### src/design/wps_pkg.sv
// ----------------------------------------------------------------------------
// wps_pkg: shared definitions for the weighted priority select
// Sequencer states, opcodes, status codes, register indexes and score
// constants used by the queue block.
// ----------------------------------------------------------------------------
package wps_pkg;

    localparam int CAPACITY_DEFAULT = 16;

    localparam int FX_W    = 13;   // fixed point fraction field, 4096 is 1.0
    localparam int TAG_W   = 16;
    localparam int KIND_W  = 3;
    localparam int AGE_W   = 16;
    localparam int CFG_IDX_W = 2;

    localparam logic [FX_W-1:0]  ONE_FX       = 13'd4096;
    localparam logic [AGE_W-1:0] AGE_LIMIT_MS = 16'd5000;

    // bonus = floor(d * 256 / 3125) = (d * RECIP) >> RECIP_SHIFT for d <= 5000
    localparam int MUL_A_W     = 21;
    localparam int MUL_B_W     = 13;
    localparam int PROD_W      = MUL_A_W + MUL_B_W;
    localparam int RECIP_SHIFT = 24;
    localparam logic [MUL_A_W-1:0] RECIP = 21'd1374390;

    localparam int ACC_W   = 28;   // sum of three 13x13 products
    localparam int FRAC_SH = 12;

    localparam logic [FX_W-1:0] W_SAL_RESET = 13'd1638;
    localparam logic [FX_W-1:0] W_CER_RESET = 13'd1229;
    localparam logic [FX_W-1:0] W_NOV_RESET = 13'd1229;

    localparam logic [1:0] OP_SUBMIT = 2'd0;
    localparam logic [1:0] OP_POP    = 2'd1;
    localparam logic [1:0] OP_CLEAR  = 2'd2;
    localparam logic [1:0] OP_NOP    = 2'd3;

    localparam logic [1:0] ST_DONE  = 2'd0;
    localparam logic [1:0] ST_EMPTY = 2'd1;
    localparam logic [1:0] ST_FULL  = 2'd2;

    localparam logic [CFG_IDX_W-1:0] CFG_W_SAL = 2'd0;
    localparam logic [CFG_IDX_W-1:0] CFG_W_CER = 2'd1;
    localparam logic [CFG_IDX_W-1:0] CFG_W_NOV = 2'd2;

    typedef enum logic [3:0] {
        S_IDLE,
        S_MUL_SAL,
        S_MUL_CER,
        S_MUL_NOV,
        S_MUL_AGE,
        S_SUM,
        S_INS_RD,
        S_INS_CMP,
        S_POP_RD,
        S_POP_HEAD,
        S_POP_SH,
        S_DONE
    } t_state;

    typedef struct packed {
        logic [FX_W-1:0]   score;
        logic [TAG_W-1:0]  tag;
        logic [KIND_W-1:0] kind;
    } t_entry;

endpackage

### src/design/weighted_priority_select.sv
// ----------------------------------------------------------------------------
// weighted_priority_select: bounded priority queue of scored requests
// Submits are scored and inserted in order, pops return the best entry.
// ----------------------------------------------------------------------------
// Input channel i_in_valid / o_in_stall carries one command beat: submit, pop,
// clear or no operation. Output channel o_out_valid / i_out_stall returns
// exactly one result beat per command, in order.
// Config writes use i_cfg_valid / o_cfg_ready; ready is always high. The user
// must make writes only while no command is in flight; the block does not enforce this.
// A submit runs the score through one shared 21x13 multiplier in four
// passes, then walks the queue from the tail, moving one entry per cycle
// through the entry memory (one read and one write a cycle). A pop reads
// the head and moves the rest up one entry per cycle. Clear, no operation,
// a submit to a full queue and a pop of an empty queue go straight to the
// done state. Each command passes through the done state and back to idle
// before the next one is accepted.
// o_in_stall is high while a command is being worked on, one command at a
// time. The result sits in an output register; the next command is taken
// while it waits, and finishing that command holds until the register frees.
// Reset empties the queue and loads the default weights; entry memory is not
// cleared.
// ----------------------------------------------------------------------------
module weighted_priority_select #(
    parameter int CAPACITY = wps_pkg::CAPACITY_DEFAULT
) (
    input  logic                          i_clk,
    input  logic                          i_rst_n,
    // command channel
    input  logic                          i_in_valid,
    output logic                          o_in_stall,
    input  logic [1:0]                    i_opcode,
    input  logic [wps_pkg::FX_W-1:0]      i_salience,
    input  logic [wps_pkg::FX_W-1:0]      i_certainty,
    input  logic [wps_pkg::FX_W-1:0]      i_newness,
    input  logic [wps_pkg::AGE_W-1:0]     i_age_ms,
    input  logic [wps_pkg::TAG_W-1:0]     i_tag,
    input  logic [wps_pkg::KIND_W-1:0]    i_module_kind,
    // result channel
    output logic                          o_out_valid,
    input  logic                          i_out_stall,
    output logic [1:0]                    o_status,
    output logic [wps_pkg::TAG_W-1:0]     o_winner_tag,
    output logic [wps_pkg::KIND_W-1:0]    o_winner_kind,
    output logic [wps_pkg::FX_W-1:0]      o_winner_score,
    output logic [4:0]                    o_backlog,
    // config write channel
    input  logic                          i_cfg_valid,
    output logic                          o_cfg_ready,
    input  logic [wps_pkg::CFG_IDX_W-1:0] i_cfg_index,
    input  logic [wps_pkg::FX_W-1:0]      i_cfg_data
);
    import wps_pkg::*;

    localparam int AW = $clog2(CAPACITY);
    localparam int CW = $clog2(CAPACITY + 1);

    t_state r_state, n_state;

    logic [FX_W-1:0]   r_w_sal, r_w_cer, r_w_nov;
    logic [1:0]        r_op;
    logic [FX_W-1:0]   r_sal, r_cer, r_nov;
    logic [AGE_W-1:0]  r_age;
    logic [TAG_W-1:0]  r_tag;
    logic [KIND_W-1:0] r_kind;
    logic [FX_W-1:0]   r_score;

    logic [CW-1:0]     r_count;
    logic [AW-1:0]     r_idx;

    logic [PROD_W-1:0] r_prod;
    logic [ACC_W-1:0]  r_acc;

    t_entry            r_queue [CAPACITY];
    t_entry            r_rd;

    logic [1:0]        r_res_status;
    t_entry            r_res;

    logic              r_out_valid;
    logic [1:0]        r_o_status;
    t_entry            r_o_win;
    logic [4:0]        r_o_count;

    logic              w_accept;
    logic              w_full;
    logic              w_out_free;
    logic [MUL_A_W-1:0] w_mul_a;
    logic [MUL_B_W-1:0] w_mul_b;
    logic [PROD_W-1:0] w_prod;
    logic [AGE_W-1:0]  w_age_c;
    logic [AGE_W-1:0]  w_dist_full;
    logic [FX_W-1:0]   w_dist;
    logic [ACC_W-FRAC_SH:0] w_raw;
    logic [FX_W-1:0]   w_score;
    logic              w_shift;
    logic              w_more;
    t_entry            w_new;

    logic              w_we;
    logic [AW-1:0]     w_waddr;
    t_entry            w_wdata;
    logic              w_re;
    logic [AW-1:0]     w_raddr;

    assign w_accept   = i_in_valid && !o_in_stall;
    assign o_in_stall = (r_state != S_IDLE);
    assign o_cfg_ready = 1'b1;
    assign w_full     = (r_count == CW'(CAPACITY));
    assign w_out_free = !r_out_valid || !i_out_stall;

    // recency bonus distance
    assign w_age_c     = (r_age < AGE_LIMIT_MS) ? r_age : AGE_LIMIT_MS;
    assign w_dist_full = AGE_LIMIT_MS - w_age_c;
    assign w_dist      = w_dist_full[FX_W-1:0];

    // shared multiplier
    always_comb begin
        unique case (r_state)
            S_MUL_SAL: begin
                w_mul_a = MUL_A_W'(r_w_sal);
                w_mul_b = r_sal;
            end
            S_MUL_CER: begin
                w_mul_a = MUL_A_W'(r_w_cer);
                w_mul_b = r_cer;
            end
            S_MUL_NOV: begin
                w_mul_a = MUL_A_W'(r_w_nov);
                w_mul_b = r_nov;
            end
            S_MUL_AGE: begin
                w_mul_a = RECIP;
                w_mul_b = w_dist;
            end
            default: begin
                w_mul_a = '0;
                w_mul_b = '0;
            end
        endcase
    end

    assign w_prod = PROD_W'(w_mul_a) * PROD_W'(w_mul_b);

    // r_acc holds the weighted sum, r_prod the bonus product in S_SUM
    assign w_raw   = (ACC_W-FRAC_SH+1)'(r_acc[ACC_W-1:FRAC_SH])
                   + (ACC_W-FRAC_SH+1)'(r_prod[PROD_W-1:RECIP_SHIFT]);
    assign w_score = (w_raw > (ACC_W-FRAC_SH+1)'(ONE_FX)) ? ONE_FX : w_raw[FX_W-1:0];

    assign w_new   = '{score: r_score, tag: r_tag, kind: r_kind};
    assign w_shift = (r_rd.score < r_score);
    assign w_more  = (CW'(r_idx) < r_count);

    // next state
    always_comb begin
        n_state = r_state;
        unique case (r_state)
            S_IDLE: begin
                if (w_accept) begin
                    priority if (i_opcode == OP_SUBMIT && !w_full) begin
                        n_state = S_MUL_SAL;
                    end else if (i_opcode == OP_POP && r_count != '0) begin
                        n_state = S_POP_RD;
                    end else begin
                        n_state = S_DONE;
                    end
                end
            end
            S_MUL_SAL:  n_state = S_MUL_CER;
            S_MUL_CER:  n_state = S_MUL_NOV;
            S_MUL_NOV:  n_state = S_MUL_AGE;
            S_MUL_AGE:  n_state = S_SUM;
            S_SUM:      n_state = S_INS_RD;
            S_INS_RD:   n_state = (r_idx == '0) ? S_DONE : S_INS_CMP;
            S_INS_CMP: begin
                if (!w_shift) begin
                    n_state = S_DONE;
                end else if (r_idx == AW'(1)) begin
                    n_state = S_INS_RD;
                end
            end
            S_POP_RD:   n_state = S_POP_HEAD;
            S_POP_HEAD: n_state = (r_count == CW'(1)) ? S_DONE : S_POP_SH;
            S_POP_SH:   n_state = w_more ? S_POP_SH : S_DONE;
            S_DONE:     n_state = w_out_free ? S_IDLE : S_DONE;
            default:    n_state = S_IDLE;
        endcase
    end

    // memory port controls
    always_comb begin
        w_we    = 1'b0;
        w_waddr = '0;
        w_wdata = w_new;
        w_re    = 1'b0;
        w_raddr = '0;
        unique case (r_state)
            S_INS_RD: begin
                if (r_idx == '0) begin
                    w_we = 1'b1;
                end else begin
                    w_re    = 1'b1;
                    w_raddr = r_idx - AW'(1);
                end
            end
            S_INS_CMP: begin
                w_we    = 1'b1;
                w_waddr = r_idx;
                if (w_shift) begin
                    w_wdata = r_rd;
                    if (r_idx != AW'(1)) begin
                        w_re    = 1'b1;
                        w_raddr = r_idx - AW'(2);
                    end
                end
            end
            S_POP_RD: begin
                w_re = 1'b1;
            end
            S_POP_HEAD: begin
                if (r_count != CW'(1)) begin
                    w_re    = 1'b1;
                    w_raddr = AW'(1);
                end
            end
            S_POP_SH: begin
                w_we    = 1'b1;
                w_waddr = r_idx - AW'(1);
                w_wdata = r_rd;
                if (w_more) begin
                    w_re    = 1'b1;
                    w_raddr = r_idx + AW'(1);
                end
            end
            default: begin
            end
        endcase
    end

    // entry memory
    always_ff @(posedge i_clk) begin
        if (w_we) begin
            r_queue[w_waddr] <= w_wdata;
        end
        if (w_re) begin
            r_rd <= r_queue[w_raddr];
        end
    end

    // datapath registers
    always_ff @(posedge i_clk) begin
        r_prod <= w_prod;
        unique case (r_state)
            S_IDLE: begin
                if (w_accept) begin
                    r_op         <= i_opcode;
                    r_sal        <= i_salience;
                    r_cer        <= i_certainty;
                    r_nov        <= i_newness;
                    r_age        <= i_age_ms;
                    r_tag        <= i_tag;
                    r_kind       <= i_module_kind;
                    r_res        <= '0;
                    r_res_status <= ST_DONE;
                    if (i_opcode == OP_SUBMIT && w_full) begin
                        r_res_status <= ST_FULL;
                    end
                    if (i_opcode == OP_POP && r_count == '0) begin
                        r_res_status <= ST_EMPTY;
                    end
                end
            end
            S_MUL_CER: r_acc <= r_prod[ACC_W-1:0];
            S_MUL_NOV: r_acc <= r_acc + r_prod[ACC_W-1:0];
            S_MUL_AGE: r_acc <= r_acc + r_prod[ACC_W-1:0];
            S_SUM: begin
                r_score <= w_score;
                r_idx   <= r_count[AW-1:0];
            end
            S_INS_CMP: begin
                if (w_shift) begin
                    r_idx <= r_idx - AW'(1);
                end
            end
            S_POP_HEAD: begin
                r_res <= r_rd;
                r_idx <= AW'(1);
            end
            S_POP_SH: begin
                r_idx <= r_idx + AW'(1);
            end
            default: begin
            end
        endcase
    end

    // control registers
    always_ff @(posedge i_clk) begin
        if (!i_rst_n) begin
            r_state     <= S_IDLE;
            r_count     <= '0;
            r_out_valid <= 1'b0;
            r_w_sal     <= W_SAL_RESET;
            r_w_cer     <= W_CER_RESET;
            r_w_nov     <= W_NOV_RESET;
        end else begin
            r_state <= n_state;
            if (i_cfg_valid) begin
                unique case (i_cfg_index)
                    CFG_W_SAL: r_w_sal <= i_cfg_data;
                    CFG_W_CER: r_w_cer <= i_cfg_data;
                    CFG_W_NOV: r_w_nov <= i_cfg_data;
                    default: begin
                    end
                endcase
            end
            if (w_accept && i_opcode == OP_CLEAR) begin
                r_count <= '0;
            end
            // new entry lands in its slot
            if ((r_state == S_INS_RD && r_idx == '0) || (r_state == S_INS_CMP && !w_shift)) begin
                r_count <= r_count + CW'(1);
            end
            if (r_state == S_POP_HEAD) begin
                r_count <= r_count - CW'(1);
            end
            if (r_state == S_DONE && w_out_free) begin
                r_out_valid <= 1'b1;
            end else if (!i_out_stall) begin
                r_out_valid <= 1'b0;
            end
        end
    end

    // result beat register
    always_ff @(posedge i_clk) begin
        if (r_state == S_DONE && w_out_free) begin
            r_o_status <= r_res_status;
            r_o_win    <= r_res;
            r_o_count  <= 5'(r_count);
        end
    end

    assign o_out_valid     = r_out_valid;
    assign o_status        = r_o_status;
    assign o_winner_tag    = r_o_win.tag;
    assign o_winner_kind   = r_o_win.kind;
    assign o_winner_score  = r_o_win.score;
    assign o_backlog       = r_o_count;

    // assertions
    a_count_bound: assert property (@(posedge i_clk) disable iff (!i_rst_n)
        r_count <= CW'(CAPACITY))
        else $error("entry count above capacity");

    a_count_step: assert property (@(posedge i_clk) disable iff (!i_rst_n)
        !$stable(r_count) |-> (r_count == '0) || (r_count == $past(r_count) + 1'b1)
                              || (r_count == $past(r_count) - 1'b1))
        else $error("entry count jumped");

    a_empty_zero: assert property (@(posedge i_clk) disable iff (!i_rst_n)
        (o_out_valid && o_status == ST_EMPTY) |-> (o_winner_tag == '0)
                                                 && (o_winner_score == '0))
        else $error("empty pop carries winner data");

    a_score_sat: assert property (@(posedge i_clk) disable iff (!i_rst_n)
        o_out_valid |-> (o_winner_score <= ONE_FX))
        else $error("winner score above one");

    a_cmp_index: assert property (@(posedge i_clk) disable iff (!i_rst_n)
        (r_state == S_INS_CMP) |-> (r_idx != '0))
        else $error("insert compare at head slot");

    a_op_path: assert property (@(posedge i_clk) disable iff (!i_rst_n)
        (r_state == S_POP_HEAD) |-> (r_op == OP_POP) && ($past(r_state) == S_POP_RD))
        else $error("pop head reached off the pop path");

endmodule
### config.mk
export PLATFORM = sky130hd
export DESIGN_NAME = weighted_priority_select
export DESIGN_NICKNAME = d
export VERILOG_FILES = /design/src/design/wps_pkg.sv /design/src/design/weighted_priority_select.sv
export SDC_FILE = /design/constraint.sdc
export NUM_CORES = 2
export LEC_CHECK = 0
export BUFFER_PORTS_ARGS = -buffer_cell sky130_fd_sc_hd__buf_2
export CORE_ASPECT_RATIO = 1.1
export CORE_UTILIZATION = 55
export CTS_BUF_LIST = sky130_fd_sc_hd__clkbuf_2 sky130_fd_sc_hd__clkbuf_4 sky130_fd_sc_hd__clkbuf_8
export DETAILED_ROUTE_END_ITERATION = 8
export PLACE_DENSITY = 0.76
export SYNTH_ARGS = -nofsm -noshare
export SYNTH_HDL_FRONTEND = slang
export SYNTH_SLANG_ARGS = --single-unit
### constraint.sdc
create_clock -name i_clk -period 20.2 [get_ports i_clk]
set_input_delay 2.02 -clock i_clk [delete_from_list [all_inputs] [get_ports i_clk]]
set_output_delay 2.02 -clock i_clk [all_outputs]
set_load 0.05 [all_outputs]
* Word-level counts from Yosys, hierarchy flattened
Memories as Yosys holds them, arrays and structs flattened. A register that Yosys moved wholly into a read port is not among the register bits.
Cells that the tools add are included.
** Cells by class
- Add/sub/neg operators :: 8
- Multipliers :: 1
- Order comparisons :: 4
- Equality and inequality tests :: 24
- Mux-type cells :: 43
- Reductions and logical operators :: 36
** Operator list (number)
- one-hot mux 32 bit (2 select lines) :: 2
- one-hot mux 21 bit (4 select lines) :: 1
- two-way mux 32 bit :: 2
- one-hot mux 28 bit (2 select lines) :: 1
- one-hot mux 13 bit (4 select lines) :: 1
- one-hot mux 4 bit (12 select lines) :: 1
- two-way mux 4 bit :: 11
- multiplier 21 x 13 -> 34 bit :: 1
- one-hot mux 4 bit (4 select lines) :: 2
- adder 28 bit :: 1
- adder 16 x 10 -> 17 bit :: 1
- > comparator 17 x 13 -> 1 bit, second input constant :: 1
- equality test 4 x 3 -> 1 bit, second input constant :: 4
- equality test 4 bit, second input constant :: 4
- less-than comparator 16 x 13 -> 1 bit, second input constant :: 1
- two-way mux 5 bit :: 3
- AND reduction 2 bit :: 7
- less-than comparator 13 bit :: 1
- two-way mux 1 bit :: 13
- two-way mux 13 bit :: 1
- subtractor 13 bit, first input constant :: 1
- logical AND 1 bit :: 9
- equality test 4 x 1 -> 1 bit, second input constant :: 2
- equality test 4 x 2 -> 1 bit, second input constant :: 2
- other kinds (29) :: 43
** Storage, ports and cells
- Register bits :: 275
- Memory bits (writable) :: 512
- Output and inout port bits :: 42
- Word-level logic and storage cells :: 142
- Memories kept :: 1
** Memory list
- r_queue :: depth 16, bits a word 32, rd ports 1, clocked after Yosys merged registers in 1, write ports 1, line weighted_priority_select.sv:73 : t_entry r_queue [CAPACITY];

* Depth between registers and ports, before layout
- Depth after elaboration :: 7
- Gate-level depth with buffers :: 33
- Depth with buffers taken out :: 32

* Worst setup path before layout
No wires, ideal clock.
- Path type :: register to register
- Start point :: reg r_age[3]
- End point :: reg r_prod[33]
- Arrival :: 8164 ps
- Slack :: 11973 ps
- Cell stages (with the launch flop) :: 31
- Cells stage by stage :: edfxtp_1 -> or4_1 -> a211o_1 -> a2111oi_2 -> nand2_1 -> ha_1 -> nand2b_1 -> o21a_1 -> o21ai_2 -> and4b_2 -> o31a_1 -> nand2b_4 -> buf_6 -> nand2_1 -> fa_1 -> fa_1 -> inv_1 -> fa_1 -> fa_1 -> inv_1 -> fa_1 -> inv_1 -> ha_1 -> a21o_1 -> a31o_2 -> a32oi_1 -> o211ai_1 -> nand3_1 -> o211ai_1 -> or4b_2 -> nand3_1
** On the way
- Word-level cells in the longest chain between the ends :: 5
** Ends and longest elaborated chain
- from (decl) :: line weighted_priority_select.sv:62 : logic [AGE_W-1:0] r_age;
- from (signal assigned) :: line weighted_priority_select.sv:259 : r_age <= i_age_ms;
- less-than comparator 16 x 13 -> 1 bit :: line weighted_priority_select.sv:112 : assign w_age_c = (r_age < AGE_LIMIT_MS) ? r_age : AGE_LIMIT_MS;
- two-way mux 13 bit * :: line weighted_priority_select.sv:112
- subtractor 13 bit * :: line weighted_priority_select.sv:113 : assign w_dist_full = AGE_LIMIT_MS - w_age_c;
- one-hot mux 13 bit (4 select lines) * :: line weighted_priority_select.sv:118 : unique case (r_state)
- multiplier 21 x 13 -> 34 bit * :: line weighted_priority_select.sv:142 : assign w_prod = PROD_W'(w_mul_a) * PROD_W'(w_mul_b);
- via w_prod[33] :: line weighted_priority_select.sv:89 : logic [PROD_W-1:0] w_prod;
- to (signal assigned) :: line weighted_priority_select.sv:251 : r_prod <= w_prod;
- to (decl) :: line weighted_priority_select.sv:70 : logic [PROD_W-1:0] r_prod;
The timed path passes the listed nets; every way through them passes the cells marked *.
A chain may end at the register's enable or synchronous reset.

* Worst setup path in the final report
- Start point :: reg r_age[3]
- End point :: reg r_prod[30]
Same word-level chain as after synthesis.

==> flow_metrics.py <==
metrics = {
    "layout": {
        "nets": 3956,
        "layout-drive-gt1-share": 0.1335,
        "fin_area_um2": 45780,
        "area_growth_syn_to_layout_pct": 10.67,
        "nFillCells": 5593,
    },
    "floorplan": {
        "initial_core_util": 0.5553,
        "fp.dieH_um": 289.6,
        "die_w_um": 263.5,
        "die_area_um2": 76310,
        "ios": 138,
        "rows": 105,
        "coreArea_um2": 74490,
    },
    "flow_run": {
        "maxCapViolations": 0,
    },
    "sta": {
        "finalCritPeriodShare": 0.4631,
        "period_minus_slack_ps": 9356,
        "max-slew-margin-rel": 0.2389,
        "setup_violations": 0,
        "rsz0062_at_grt": "no",
        "slew_viol_final": 0,
        "worstMarginPinSlew_ps": 1142,
        "hold_viol_final": 0,
        "clock.fmax_mhz": 106.9,
        "worst_clock_skew_ps": 66.55,
        "tns_ps": 0,
    },
    "worst_hold_path": {
        "min_path_type": "reg2reg",
    },
    "clocking": {
        "insertion_delay_ps": 800,
        "cts_setup_buffers": 0,
        "cts_root_buf": "clkbuf_8",
        "clk_path_buf_depth": 3,
        "ctsResizeCount": 0,
        "ctsHtreeMaxLevel": 3,
        "cts_made_buffers": 121,
        "cts_hold_buffers": 0,
        "cts_tree": "yes",
        "cts_sinks": 819,
        "clk_pin_slew_ps": 70,
    },
    "worst_setup_path": {
        "crit_arrival_ps": 10020,
        "cpMaxStageDelayCell": "a2111oi_2",
        "cp_slowest_stage_delay_ps": 870,
        "cp_common_cell": "fa_1",
        "start_kind": "flip-flop",
        "crit_family": "compound AO/OA/AOI/OAI gates",
        "path_max_fanout": 11,
        "worstSetupPathType": "reg2reg",
        "path_buf_inv": 3,
        "crit_required_ps": 20870,
        "end_kind": "flip-flop",
    },
    "yosys": {
        "syn_area_um2": 41360,
        "synth_area_leaders": "edfxtp_1 (53%), fa_1 (8.4%), a211oi_1 (4.8%)",
        "syn_inst": 3388,
        "synth-edff-count": 736,
        "ys_warn_count": 0,
        "ys.flop_type": "edfxtp_1",
        "synth.most_common_cell": "edfxtp_1",
        "synthArstFlopShare": 0,
        "synth_cell_type_count": 85,
        "synthTopCellsByCount": "edfxtp_1 (736), nand2_1 (439), inv_1 (265), a211oi_1 (263), a21oi_1 (223)",
        "synth_top_cell_by_area": "edfxtp_1",
        "yosysSeqAreaShare": 0.5745,
        "syn_area_per_cell_um2": 12.21,
        "syn_nets": 3814,
        "synth_top_area_frac": 0.5343,
        "ys_ff_latch": 819,
    },
    "placed_design": {
        "gp_congestion": 0.9316,
        "port-buffer-count": 136,
        "dp_hpwl_um": 62870,
        "place_area_um2": 43180,
    },
    "power": {
        "internal-power_mw": 3.500,
        "p_total_mw": 5.428,
        "ir_worst_vdd_uv": 74.90,
        "power.share.clock": 0.260,
        "leakagePower_nw": 17.52,
        "seqPwrFrac": 0.423,
        "p_comb_frac": 0.317,
        "p_per_area_nw_per_um2": 118.6,
        "sw_frac_of_total": 0.3552,
        "power.switching_mw": 1.928,
    },
    "route": {
        "drt_iter0_drc": 2867,
        "vias": 27982,
        "wl_per_cell_um": 22.43,
        "drtAntennaViolNets": 0,
        "vias_per_cell": 6.086,
        "wirelength_um": 103200,
        "drtPass1Iterations": 6,
        "drc_errors": 0,
    },
    "global_route": {
        "grtUsageTotal": 0.2718,
        "grt_pass1_vias": 28158,
        "grt_max_degree": 101,
        "grt_overflow": 0,
        "antenna_found_initial": 4,
        "grt_pass1_wl_um": 159000,
    },
    "outcome": {
        "status": "completed",
    },
}
cells by family (layout without fill, tap and decap cells):
group,after synthesis,count (layout),synth area share
buf+inv,430,674,0.03944
fa+ha+maj,330,330,0.1312
xor+xnor,66,66,0.01398
other cells,1,4,0.00009066
compound gates,712,712,0.1149
flops,819,819,0.5745
simple gates,990,990,0.1151
mux,40,40,0.01071
layout by cell type, fill, tap and decap left out, types with 40 or more instances in the layout:
cell      netlist  final
nand2_1       439    436
clkbuf_8        0    124
nand3_1        47     46
ha_1          157    157
buf_2           5    136
dfxtp_1        83     83
clkbuf_4        0     47
fa_1          173    173
and3_1        138    134
edfxtp_1      736    736
and2_1         45     44
o21ai_0        56     54
nor2_1        153    138
xnor2_1        40     40
buf_4           1     48
a211oi_1      263    263
a21oi_1       223    222
inv_1         265    264
metal layers:
| metal | vias to the layer above | global-route usage | wire length, µm |
|---|---|---|---|
| li1 | 12644 | - | - |
| met1 | 13835 | 0.3365 | 39430 |
| met2 | 1235 | 0.4748 | 52070 |
| met3 | 266 | 0.04152 | 7642 |
| met4 | 2 | 0.1197 | 3996 |
| met5 | - | 0 | 12 |
final timing paths:
check / to / start / cells after the start / slack [ps]
worst min-delay path: o_winner_kind[0] / r_res[0] / 0 / 410
worst min register to register: o_winner_kind[0] / r_res[0] / 0 / 410
worst max register to register: r_prod[30] / r_age[3] / 30 / 10840
worst max-delay path: r_prod[30] / r_age[3] / 30 / 10840
flip-flops by register name, summed over array words and instances, names as in the netlist, 3 cells and up:
name / count
r_w_cer: 13
r_acc: 28
o_winner_kind: 3
r_prod: 34
r_rd: 32
r_res: 32
r_w_nov: 13
r_idx: 4
r_nov: 13
r_tag: 16
r_state: 4
o_backlog: 5
r_queue: 512
r_w_sal: 13
r_kind: 3
r_sal: 13
r_age: 16
o_winner_score: 13
r_count: 5
r_cer: 13
r_score: 13
o_winner_tag: 16
per-stage QoR:
stage | setup WS, ps | utilization | cells | hold slack [ps]
finish | 10840 | 0.6145 | 4598 | 413.2
CTS | 10920 | 0.6144 | 4595 | 417.5
global placement | 11220 | 0.5797 | 4370 | 402.2
global route | 10140 | 0.6145 | 4598 | 421.7
floorplan | 11970 | - | 3388 | 400.3
detailed placement | 10940 | 0.5797 | 4370 | 405.4
power by group through the flow:
stage	clock [mW]	combinational [mW]	sequential, mW
2_1_floorplan	0	1.22	2.27
4_1_cts	1.43	1.72	2.29
5_1_grt	1.50	1.91	2.31
3_5_place_dp	0	1.70	2.33
6_report	1.41	1.72	2.30
3_3_place_gp	0	1.67	2.32
cell type report:
| cell class | count | area [µm²] | share of cell area |
|---|---|---|---|
| timing repair buffer | 184 | 1041 | 0.02274 |
| inverter | 265 | 996.0 | 0.02176 |
| clock buffer | 171 | 2059 | 0.04499 |
| clock inverter | 54 | 526.8 | 0.01151 |
| multi-input combinational | 2139 | 16180 | 0.3534 |
| antenna | 3 | 7.507 | 0.0001640 |
| tap | 963 | 1205 | 0.02632 |
| sequential | 819 | 23760 | 0.5191 |
Note: power is estimated with default switching activity, not from simulation.
